<file path="src/rtl/assert_macros.svh">
// Assertion macros shared by the tracker RTL.
// Depends on nothing; included by the modules that carry assertions.
`ifndef ASSERT_MACROS_SVH
`define ASSERT_MACROS_SVH

// The consequent must hold in the same cycle as the antecedent.
`define LFU_ASSERT_IMP(name, clk, rst, ante, cons) \
  name: assert property (@(posedge clk) disable iff (rst) (ante) |-> (cons)) \
    else $error("lfu tracker assertion failed");

// The consequent must hold in the cycle after the antecedent.
`define LFU_ASSERT_NXT(name, clk, rst, ante, cons) \
  name: assert property (@(posedge clk) disable iff (rst) (ante) |=> (cons)) \
    else $error("lfu tracker assertion failed");

`endif

</file>
<file path="src/rtl/lfu_pkg.sv">
// Shared types and constants for the LFU replacement tracker.
// Depends on nothing; used by the interfaces, controller, datapath and top level.
package lfu_pkg;

  localparam int KEY_W = 32;

  typedef enum logic [1:0] {
    CMD_ADD    = 2'd0,
    CMD_REMOVE = 2'd1,
    CMD_ACCESS = 2'd2,
    CMD_EVICT  = 2'd3
  } command_t;

  typedef enum logic [2:0] {
    ST_OK        = 3'd0,
    ST_PRESENT   = 3'd1,
    ST_NOT_FOUND = 3'd2,
    ST_EMPTY     = 3'd3,
    ST_FULL      = 3'd4
  } status_t;

  typedef struct packed {
    logic load;
    logic lookup;
    logic scan_step;
    logic exec;
  } ctrl_cmd_t;

  typedef struct packed {
    logic is_evict;
    logic scan_last;
    logic out_busy;
  } ctrl_sts_t;

endpackage

</file>
<file path="src/rtl/lfu_if.sv">
// Request and response channel interfaces of the LFU replacement tracker.
// Depends on lfu_pkg.
interface lfu_req_if;
  logic                        valid;
  logic                        ready;
  lfu_pkg::command_t           command;
  logic [lfu_pkg::KEY_W-1:0]   key;

  modport source (output valid, output command, output key, input ready);
  modport sink (input valid, input command, input key, output ready);
endinterface

interface lfu_rsp_if;
  logic                        valid;
  logic                        ready;
  lfu_pkg::status_t            status;
  logic [lfu_pkg::KEY_W-1:0]   evicted_key;

  modport source (output valid, output status, output evicted_key, input ready);
  modport sink (input valid, input status, input evicted_key, output ready);
endinterface

</file>
<file path="src/rtl/lfu_ctrl.sv">
// Controller of the LFU replacement tracker: sequences lookup, scan and execute.
// Depends on lfu_pkg and lfu_if.
module lfu_ctrl (
  input  logic               clk,
  input  logic               rst,
  lfu_req_if.sink            req,
  input  lfu_pkg::ctrl_sts_t sts,
  output lfu_pkg::ctrl_cmd_t cmd
);

  typedef enum logic [1:0] {
    S_IDLE,
    S_LOOKUP,
    S_SCAN,
    S_EXEC
  } state_t;

  state_t state;

  always_ff @(posedge clk) begin
    if (rst) begin
      state <= S_IDLE;
    end else begin
      unique case (state)
        S_IDLE: begin
          if (req.valid) state <= S_LOOKUP;
        end
        S_LOOKUP: begin
          state <= sts.is_evict ? S_SCAN : S_EXEC;
        end
        S_SCAN: begin
          if (sts.scan_last) state <= S_EXEC;
        end
        S_EXEC: begin
          if (!sts.out_busy) state <= S_IDLE;
        end
      endcase
    end
  end

  assign req.ready     = (state == S_IDLE);
  assign cmd.load      = (state == S_IDLE) && req.valid;
  assign cmd.lookup    = (state == S_LOOKUP);
  assign cmd.scan_step = (state == S_SCAN);
  assign cmd.exec      = (state == S_EXEC) && !sts.out_busy;

endmodule

</file>
<file path="src/rtl/lfu_dpath.sv">
// Datapath of the LFU replacement tracker: entry table, key match, victim scan,
// rank and count updates and the response register. Depends on lfu_pkg and lfu_if.
`include "assert_macros.svh"

module lfu_dpath #(
  parameter int ENTRIES    = 16,
  parameter int COUNT_BITS = 16,
  parameter int KEY_BITS   = 32
) (
  input  logic               clk,
  input  logic               rst,
  lfu_req_if.sink            req,
  lfu_rsp_if.source          rsp,
  input  lfu_pkg::ctrl_cmd_t cmd,
  output lfu_pkg::ctrl_sts_t sts
);

  localparam int IW = (ENTRIES > 1) ? $clog2(ENTRIES) : 1;
  localparam int KW = lfu_pkg::KEY_W;

  logic                  entry_valid [ENTRIES];
  logic [KEY_BITS-1:0]   entry_key   [ENTRIES];
  logic [COUNT_BITS-1:0] entry_count [ENTRIES];
  logic [IW-1:0]         entry_rank  [ENTRIES];

  lfu_pkg::command_t     cur_cmd;
  logic [KEY_BITS-1:0]   cur_key;

  logic                  tgt_hit;
  logic [IW-1:0]         tgt_idx;
  logic [IW-1:0]         tgt_rank;
  logic [COUNT_BITS-1:0] tgt_count;
  logic                  free_hit;
  logic [IW-1:0]         free_idx;
  logic [IW-1:0]         scan_idx;

  logic                  rsp_valid;
  lfu_pkg::status_t      rsp_status;
  logic [KW-1:0]         rsp_victim;

  logic [KEY_BITS+KW-1:0] key_ext;
  logic [KEY_BITS+KW-1:0] victim_ext;
  logic [KEY_BITS-1:0]    key_in;

  logic                  m_found;
  logic [IW-1:0]         m_idx;
  logic [IW-1:0]         m_rank;
  logic                  f_found;
  logic [IW-1:0]         f_idx;
  logic                  better;
  lfu_pkg::status_t      status_next;
  logic [KW-1:0]         victim_next;
  logic                  do_add;

  assign key_ext    = {{KEY_BITS{1'b0}}, req.key};
  assign key_in     = key_ext[KEY_BITS-1:0];
  assign victim_ext = {{KW{1'b0}}, entry_key[tgt_idx]};

  always_comb begin
    m_found = 1'b0;
    m_idx   = '0;
    m_rank  = '0;
    f_found = 1'b0;
    f_idx   = '0;
    for (int i = 0; i < ENTRIES; i++) begin
      if (entry_valid[i] && (entry_key[i] == cur_key)) begin
        if (!m_found) m_idx = IW'(i);
        m_found = 1'b1;
        m_rank  = m_rank | entry_rank[i];
      end
      if (!entry_valid[i] && !f_found) begin
        f_found = 1'b1;
        f_idx   = IW'(i);
      end
    end
  end

  always_comb begin
    better = entry_valid[scan_idx] &&
             (!tgt_hit || (entry_count[scan_idx] < tgt_count) ||
              ((entry_count[scan_idx] == tgt_count) && (entry_rank[scan_idx] > tgt_rank)));
  end

  always_comb begin
    status_next = lfu_pkg::ST_OK;
    victim_next = '0;
    unique case (cur_cmd)
      lfu_pkg::CMD_ADD: begin
        if (tgt_hit) status_next = lfu_pkg::ST_PRESENT;
        else if (!free_hit) status_next = lfu_pkg::ST_FULL;
      end
      lfu_pkg::CMD_REMOVE, lfu_pkg::CMD_ACCESS: begin
        if (!tgt_hit) status_next = lfu_pkg::ST_NOT_FOUND;
      end
      lfu_pkg::CMD_EVICT: begin
        if (!tgt_hit) status_next = lfu_pkg::ST_EMPTY;
        else victim_next = victim_ext[KW-1:0];
      end
    endcase
  end

  assign do_add = (cur_cmd == lfu_pkg::CMD_ADD) && !tgt_hit && free_hit;

  always_ff @(posedge clk) begin
    if (cmd.load) begin
      cur_cmd <= req.command;
      cur_key <= key_in;
    end
    if (cmd.lookup) begin
      tgt_hit  <= m_found && (cur_cmd != lfu_pkg::CMD_EVICT);
      tgt_idx  <= m_idx;
      tgt_rank <= m_rank;
      free_hit <= f_found;
      free_idx <= f_idx;
      scan_idx <= '0;
    end
    if (cmd.scan_step) begin
      if (better) begin
        tgt_hit   <= 1'b1;
        tgt_idx   <= scan_idx;
        tgt_rank  <= entry_rank[scan_idx];
        tgt_count <= entry_count[scan_idx];
      end
      scan_idx <= scan_idx + IW'(1);
    end
    if (cmd.exec) begin
      rsp_status <= status_next;
      rsp_victim <= victim_next;
    end
  end

  always_ff @(posedge clk) begin
    if (rst) begin
      rsp_valid <= 1'b0;
      for (int i = 0; i < ENTRIES; i++) begin
        entry_valid[i] <= 1'b0;
      end
    end else begin
      if (cmd.exec) rsp_valid <= 1'b1;
      else if (rsp.ready) rsp_valid <= 1'b0;
      if (cmd.exec) begin
        for (int i = 0; i < ENTRIES; i++) begin
          if (do_add && (IW'(i) == free_idx)) begin
            entry_valid[i] <= 1'b1;
          end else if (tgt_hit && (IW'(i) == tgt_idx) &&
                       ((cur_cmd == lfu_pkg::CMD_REMOVE) ||
                        (cur_cmd == lfu_pkg::CMD_EVICT))) begin
            entry_valid[i] <= 1'b0;
          end
        end
      end
    end
  end

  always_ff @(posedge clk) begin
    if (cmd.exec) begin
      for (int i = 0; i < ENTRIES; i++) begin
        unique case (cur_cmd)
          lfu_pkg::CMD_ADD: begin
            if (do_add) begin
              if (IW'(i) == free_idx) begin
                entry_key[i]   <= cur_key;
                entry_count[i] <= COUNT_BITS'(1);
                entry_rank[i]  <= '0;
              end else if (entry_valid[i]) begin
                entry_rank[i] <= entry_rank[i] + IW'(1);
              end
            end
          end
          lfu_pkg::CMD_REMOVE, lfu_pkg::CMD_EVICT: begin
            if (tgt_hit && (IW'(i) != tgt_idx) && entry_valid[i] &&
                (entry_rank[i] > tgt_rank)) begin
              entry_rank[i] <= entry_rank[i] - IW'(1);
            end
          end
          lfu_pkg::CMD_ACCESS: begin
            if (tgt_hit) begin
              if (IW'(i) == tgt_idx) begin
                entry_rank[i] <= '0;
                if (entry_count[i] != '1) entry_count[i] <= entry_count[i] + COUNT_BITS'(1);
              end else if (entry_valid[i] && (entry_rank[i] < tgt_rank)) begin
                entry_rank[i] <= entry_rank[i] + IW'(1);
              end
            end
          end
        endcase
      end
    end
  end

  assign sts.is_evict  = (cur_cmd == lfu_pkg::CMD_EVICT);
  assign sts.scan_last = (scan_idx == IW'(ENTRIES - 1));
  assign sts.out_busy  = rsp_valid && !rsp.ready;

  assign rsp.valid       = rsp_valid;
  assign rsp.status      = rsp_status;
  assign rsp.evicted_key = rsp_victim;

  `LFU_ASSERT_IMP(a_no_overwrite, clk, rst, cmd.exec, !(rsp_valid && !rsp.ready))
  `LFU_ASSERT_NXT(a_evict_drops, clk, rst,
    cmd.exec && (cur_cmd == lfu_pkg::CMD_EVICT) && tgt_hit, !entry_valid[$past(tgt_idx)])
  `LFU_ASSERT_NXT(a_access_newest, clk, rst,
    cmd.exec && (cur_cmd == lfu_pkg::CMD_ACCESS) && tgt_hit,
    entry_valid[$past(tgt_idx)] && (entry_rank[$past(tgt_idx)] == '0))
  `LFU_ASSERT_NXT(a_add_fills, clk, rst, cmd.exec && do_add,
    entry_valid[$past(free_idx)] && (entry_count[$past(free_idx)] == COUNT_BITS'(1)))

endmodule

</file>
<file path="src/rtl/lfu_replacement_tracker_core.sv">
// LFU replacement tracker top level: controller and datapath. Depends on lfu_pkg and lfu_if.
// Add, remove and access pass through lookup and execute once the request is accepted,
// and a new request is taken only when the block is back in idle. Evict walks the entry
// table one entry per cycle between lookup and execute. A stalled response holds the
// block in execute. Synchronous reset empties the table and returns the controller to idle.
module lfu_replacement_tracker_core #(
  parameter int ENTRIES    = 16,
  parameter int COUNT_BITS = 16,
  parameter int KEY_BITS   = 32
) (
  input logic       clk,
  input logic       rst,
  lfu_req_if.sink   req,
  lfu_rsp_if.source rsp
);

  lfu_pkg::ctrl_cmd_t cmd;
  lfu_pkg::ctrl_sts_t sts;

  lfu_ctrl u_ctrl (
    .clk (clk),
    .rst (rst),
    .req (req),
    .sts (sts),
    .cmd (cmd)
  );

  lfu_dpath #(
    .ENTRIES    (ENTRIES),
    .COUNT_BITS (COUNT_BITS),
    .KEY_BITS   (KEY_BITS)
  ) u_dpath (
    .clk (clk),
    .rst (rst),
    .req (req),
    .rsp (rsp),
    .cmd (cmd),
    .sts (sts)
  );

endmodule

</file>
<file path="src/flat_wrapper.sv">
// flat-port wrapper written by rule: the top's interface ports become plain ports
module lfu_replacement_tracker_core_flat 
#(
  parameter int ENTRIES    = 16,
  parameter int COUNT_BITS = 16,
  parameter int KEY_BITS   = 32
)
  (clk, rst, req_valid, req_command, req_key, req_ready, rsp_valid, rsp_status, rsp_evicted_key, rsp_ready);
  lfu_req_if req_i ();
  lfu_rsp_if rsp_i ();
  input logic clk;
  input logic rst;
  input wire logic [$bits(req_i.valid)-1:0] req_valid;
  input wire logic [$bits(req_i.command)-1:0] req_command;
  input wire logic [$bits(req_i.key)-1:0] req_key;
  output wire logic [$bits(req_i.ready)-1:0] req_ready;
  output wire logic [$bits(rsp_i.valid)-1:0] rsp_valid;
  output wire logic [$bits(rsp_i.status)-1:0] rsp_status;
  output wire logic [$bits(rsp_i.evicted_key)-1:0] rsp_evicted_key;
  input wire logic [$bits(rsp_i.ready)-1:0] rsp_ready;
  assign req_i.valid = req_valid;
  assign req_i.command = req_command;
  assign req_i.key = req_key;
  assign req_ready = req_i.ready;
  assign rsp_valid = rsp_i.valid;
  assign rsp_status = rsp_i.status;
  assign rsp_evicted_key = rsp_i.evicted_key;
  assign rsp_i.ready = rsp_ready;
  lfu_replacement_tracker_core #(.ENTRIES(ENTRIES), .COUNT_BITS(COUNT_BITS), .KEY_BITS(KEY_BITS)) u_core (.clk(clk), .rst(rst), .req(req_i), .rsp(rsp_i));
endmodule
</file>
<file path="config.mk">
export PLATFORM = sky130hd
export DESIGN_NAME = lfu_replacement_tracker_core_flat
export DESIGN_NICKNAME = d
export VERILOG_FILES = /design/src/rtl/lfu_pkg.sv /design/src/rtl/lfu_if.sv /design/src/rtl/lfu_ctrl.sv /design/src/rtl/lfu_dpath.sv /design/src/rtl/lfu_replacement_tracker_core.sv /design/src/flat_wrapper.sv
export VERILOG_INCLUDE_DIRS = /design/src /design/src/rtl
export SDC_FILE = /design/constraint.sdc
export NUM_CORES = 2
export LEC_CHECK = 0
export BUFFER_PORTS_ARGS = -buffer_cell sky130_fd_sc_hd__buf_2
export CAP_MARGIN = 20
export CORE_MARGIN = 2
export CORE_UTILIZATION = 58
export CTS_CLUSTER_SIZE = 12
export DETAILED_ROUTE_END_ITERATION = 16
export GPL_TIMING_DRIVEN = 0
export PLACE_DENSITY = 0.82
export SLEW_MARGIN = 20
export SYNTH_ARGS = -nofsm -noshare
export SYNTH_HDL_FRONTEND = slang
export SYNTH_SLANG_ARGS = --single-unit
</file>
<file path="constraint.sdc">
create_clock -name clk -period 5 [get_ports clk]
set_input_delay 1 -clock clk [delete_from_list [all_inputs] [get_ports clk]]
set_output_delay 1 -clock clk [all_outputs]
set_load 0.1 [all_outputs]
</file>
==> results.env <==
PLACE_CONGESTION=1.15
DIE_AREA_UM2=95300
GRT_START_MAX_NET_PINS=40
FLOORPLAN.INITIALDENSITY=0.586
ROUTED_VIA_DENSITY=7.06
GLOBAL_ROUTE_WIRE_LENGTH_BEFORE_REPAIR_MM=285
COUNT_OF_FLIP_FLOPS_WITH_A_BUILT_IN_ENABLE_AFTER_SYNTHESIS=942
DRIVE_GT1_FRAC=0.147
TRITONCTS='done'
ANTENNA_FOUND_INITIAL=12
TOP_ACHIEVABLE_CLOCK_SPEED_MHz=198
PORT-BUFFER-COUNT=73
MOST-COMMON-LAYOUT-CELLS='sky130_fd_sc_hd__edfxtp_1 (942), sky130_fd_sc_hd__xor2_1 (417), sky130_fd_sc_hd__nor2_1 (398)'
POST_SYNTH_INST_COUNT=4214
TRITONCTS.NUM_BUFFERS=103
SYNTHDISTINCTLIBCELLS=76
CP_DATA_ARRIVAL_TIME_NS=5.50
LAYOUT.CELLS.MOST_COMMON='sky130_fd_sc_hd__edfxtp_1'
SYN-CELL-AREA_UM2=53800
SETUP.REG_TO_REG.WORST_SLACK_NS=-0.05
RR_STARTPOINT='u_core.u_ctrl.state[0]'
FINAL_PERIOD_UTIL=1.01
SETUP.WORST_PATH.START_CLASS='flop'
CTS_NUM_SINKS=958
WORST_R2R_PATH_DEPTH=11
DRT-WIRELENGTH-PER-CELL_UM=35.8
POWER.DENSITY_CELL_AREA_nW_PER_UM2=432
CPPEAKSTAGEDELAY_NS=0.70
HOLDCRITPATHCLASS='in2reg'
P_LEAK_nW=20.1
TIMING.MAX_SLEW.REL_SLACK=0.154
CP_DATA_REQUIRED_TIME_NS=5.45
CAP_VIOL_MAX_COUNT=0
NETLIST.AREA_LEADER.SHARE=0.525
PERIOD_MINUS_SLACK_NS=5.05
HOLD_VIOL=0
CLOCK-ROOT-BUFFER='sky130_fd_sc_hd__clkbuf_16'
FINALSETUPVIOLCOUNT=1
SYNTH_FLOP_CELL='sky130_fd_sc_hd__edfxtp_1'
YS_ASYNC_SR_FRACTION=0
DRC_ERRORS=0
CLKSLEWWORSTSETUPHOLDPATHS_NS=0.07
ROUTED-VIA-COUNT=40600
FINALWORSTSETUPSLACK_NS=-0.0535
POSTROUTEANTENNANETS=0
MIN_TO='u_core.u_dpath.cur_key[10]'
SKEW_NS=0.0290
FINAL-INSTANCE-COUNT-EXCL-FILL=5749
FIRST_GLOBAL_VIAS=38200
CTS_MAX_LEVEL=3
PEAK_SUPPLY_DROP_V=0.000354
GRT_OVERFLOW_TOTAL=0
CTS.HOLD.BUFFERS_ADDED=0
CELL_TYPES_OCCUPYING_THE_MOST_AREA_AFTER_SYNTHESIS='sky130_fd_sc_hd__edfxtp_1 (53%), sky130_fd_sc_hd__mux4_2 (11%), sky130_fd_sc_hd__xor2_1 (6.8%), sky130_fd_sc_hd__xnor2_1 (5.1%), sky130_fd_sc_hd__ha_1 (3.3%)'
CRIT_PATH_TOP_DELAY_CELL='sky130_fd_sc_hd__clkbuf_1'
CLK_PATH_BUF_DEPTH=3
DR.PASS1.ITERS=7
SYNTH.YOSYS.WARNINGS=0
UTILIZATION=0.649
TIMING.FINAL.MAX_SLEW_VIOLATIONS=0
PLACEABLE_CORE_REGION_UM2=91800
FAILED_CHECKS='negative setup slack'
GLOBAL_ROUTE.USAGE.TOTAL=0.435
TIGHTEST_SLEW_NS=1.27
WORST_HOLD_PATH.NUM_CELLS=1
CPMOSTUSEDCELL='sky130_fd_sc_hd__clkbuf_1'
YOSYS_REGISTER_BITS=958
HOLD_START='req_key[10]'
FIN_SETUP_TNS_NS=-0.0535
CELL_TAKING_THE_MOST_AREA_AFTER_SYNTHESIS='sky130_fd_sc_hd__edfxtp_1'
SYN_AREA_PER_CELL_UM2=12.8
R2R_END='u_core.u_dpath.entry_valid[2]'
IO_PINS=75
DIE_X_UM=309
CRITICAL_PATH_PEAK_FANOUT=39
PLACE_HPWL_MM=161
DETAIL_ROUTE.WIRELENGTH_MM=206
NUM-NETS-FINAL=4598
FLOORPLAN.DIE.HEIGHT_UM=309
NUM_ROWS=111
TIMING.CRITICAL_PATH.CELLS='ha_1 -> and2_1 -> clkbuf_4 -> nand4b_1 -> clkbuf_1 -> clkbuf_1 -> nor2_1 -> nand2_1 -> inv_2 -> buf_12 -> or3_1'
SETUP.WORST_PATH.END_CLASS='flop'
SYN_NETS=4394
DRT_ITER0_MARKERS=7142
SYNTH.YOSYS.SEQ_AREA_SHARE=0.531
CLK_LAT_WORST_SKEW_NS=0.71
RUN_STATUS='finished, violations left'
TIMING_WORST_SETUP_PATH_TYPE='reg2reg'
DPL.CELL_COUNT=5555
AREA_DELTA_SYNTH_FINAL_PCT=10.6
[through the flow]
step	hold slack (ns)	cell area, um2	setup WS (ns)	power [mW]
finish	0.468	59500	-0.0535	25.7
global route	0.454	59500	-0.00639	26.1
CTS	0.443	59400	0.0514	25.2
detailed placement	0.504	56300	-2.21	18.2
global placement	0.487	55800	-2.96	18.1
floorplan	0.474	53800	0.0461	14.8
[state kept, by name, summed over array words and instances, names as in the netlist, 3 cells and up, named ones only]
name and cells:
u_core.u_dpath.cur_key 32, u_core.u_dpath.entry_count 256, u_core.u_dpath.entry_key 512, u_core.u_dpath.entry_rank 64, u_core.u_dpath.entry_valid 16, u_core.u_dpath.free_idx 4, u_core.u_dpath.rsp.evicted_key 32, u_core.u_dpath.rsp.status 3
u_core.u_dpath.scan_idx 4, u_core.u_dpath.tgt_count 16, u_core.u_dpath.tgt_idx 4, u_core.u_dpath.tgt_rank 4
[critical path, delay by kind of cell (launching register included)]
kind          cells  cell delay (ns)
buf+inv           5             2.40
simple gates      5             1.72
flops             1             0.34
fa+ha+maj         1             0.24
[kinds of logic after synthesis]
logic type | share of synthesized area
fa+ha+maj | 0.0330
xor+xnor | 0.119
mux | 0.112
simple gates | 0.141
buf+inv | 0.0238
compound gates | 0.0397
flops | 0.531
[power by group]
part           total [mW]  internal (mW)  leakage, nW  switching, mW
clock network        7.16           3.92         1.49           3.24
logic                8.70           2.91         9.28           5.79
registers            9.84           9.29         9.38          0.556
total                25.7           16.1         20.1           9.58
[repair_timing]
action                                 in CTS  in global routing
endpoints found under the hold margin       0                  0
setup endpoints to repair                  25                153
buffers inserted                            1                  0
gates resized for setup                    38                 18
pin swaps                                   1                  0
[layer usage]
layer  part of all wire  GRT usage  routed length [um]  vias up
li1                   -          -                   -    16500
met5            0.00013          0                  27        -
met1               0.33      0.530               67900    19800
met4               0.10      0.350               21400        4
met2               0.42      0.629               86900     3393
met3               0.14      0.154               29400      857
[how the worst max path moves through the flow]
| stage | startpoint | end |
|---|---|---|
| 3_5_place_dp | flop | u_core.u_dpath.tgt_count[2] |
| 5_1_grt | flop | u_core.u_dpath.tgt_idx[1] |
| 2_1_floorplan | flop | u_core.u_dpath.tgt_count[0] |
| 6_report | u_core.u_ctrl.state[0] | u_core.u_dpath.entry_valid[2] |
| 4_1_cts | u_core.u_ctrl.state[0] | u_core.u_dpath.entry_count[2][14] |
| 3_3_place_gp | rsp_ready | u_core.u_dpath.entry_count[8][0] |
[cells in the mapped netlist, types with 4 or more instances]
| cell | count |
|---|---|
| sky130_fd_sc_hd__or3b_2 | 4 |
| sky130_fd_sc_hd__buf_1 | 23 |
| sky130_fd_sc_hd__or2_2 | 5 |
| sky130_fd_sc_hd__xnor2_1 | 314 |
| sky130_fd_sc_hd__nor2_1 | 399 |
| sky130_fd_sc_hd__nand2b_1 | 48 |
| sky130_fd_sc_hd__mux4_2 | 265 |
| sky130_fd_sc_hd__a221oi_1 | 24 |
| sky130_fd_sc_hd__a22oi_1 | 11 |
| sky130_fd_sc_hd__o21ai_0 | 73 |
| sky130_fd_sc_hd__and2_1 | 30 |
| sky130_fd_sc_hd__o22ai_1 | 26 |
| sky130_fd_sc_hd__a22o_1 | 12 |
| sky130_fd_sc_hd__inv_1 | 137 |
| sky130_fd_sc_hd__a211oi_1 | 4 |
| sky130_fd_sc_hd__nor3_1 | 60 |
| sky130_fd_sc_hd__a21o_1 | 5 |
| sky130_fd_sc_hd__a31o_2 | 11 |
| sky130_fd_sc_hd__buf_4 | 8 |
| sky130_fd_sc_hd__nand4b_1 | 27 |
| sky130_fd_sc_hd__and3_1 | 91 |
| sky130_fd_sc_hd__o22a_1 | 15 |
| sky130_fd_sc_hd__dfxtp_1 | 16 |
| sky130_fd_sc_hd__buf_2 | 60 |
| sky130_fd_sc_hd__ha_1 | 142 |
| sky130_fd_sc_hd__o21a_1 | 4 |
| sky130_fd_sc_hd__nor2b_1 | 30 |
| sky130_fd_sc_hd__nand3_1 | 194 |
| sky130_fd_sc_hd__a222oi_1 | 5 |
| sky130_fd_sc_hd__a21oi_1 | 80 |
| sky130_fd_sc_hd__clkbuf_1 | 78 |
| sky130_fd_sc_hd__or3_1 | 17 |
| sky130_fd_sc_hd__a31oi_1 | 19 |
| sky130_fd_sc_hd__or4_1 | 21 |
| sky130_fd_sc_hd__a41o_1 | 6 |
| sky130_fd_sc_hd__nand2_1 | 241 |
| sky130_fd_sc_hd__nor4b_1 | 13 |
| sky130_fd_sc_hd__edfxtp_1 | 942 |
| sky130_fd_sc_hd__nor4_1 | 133 |
| sky130_fd_sc_hd__nand4_1 | 132 |
| sky130_fd_sc_hd__xor2_1 | 419 |
| sky130_fd_sc_hd__and4_1 | 12 |
[layout make-up]
cell class / instances / area [um2]
antenna: 10 / 25.0
buffer: 171 / 870
multi-input combinational: 2947 / 24100
sequential: 958 / 28600
timing repair buffer: 99 / 827
inverter: 138 / 518
clock buffer: 130 / 2720
tap: 1243 / 1560
fill: 6744 / 32300
clock inverter: 53 / 319
Power figures use the tool's default switching activity.
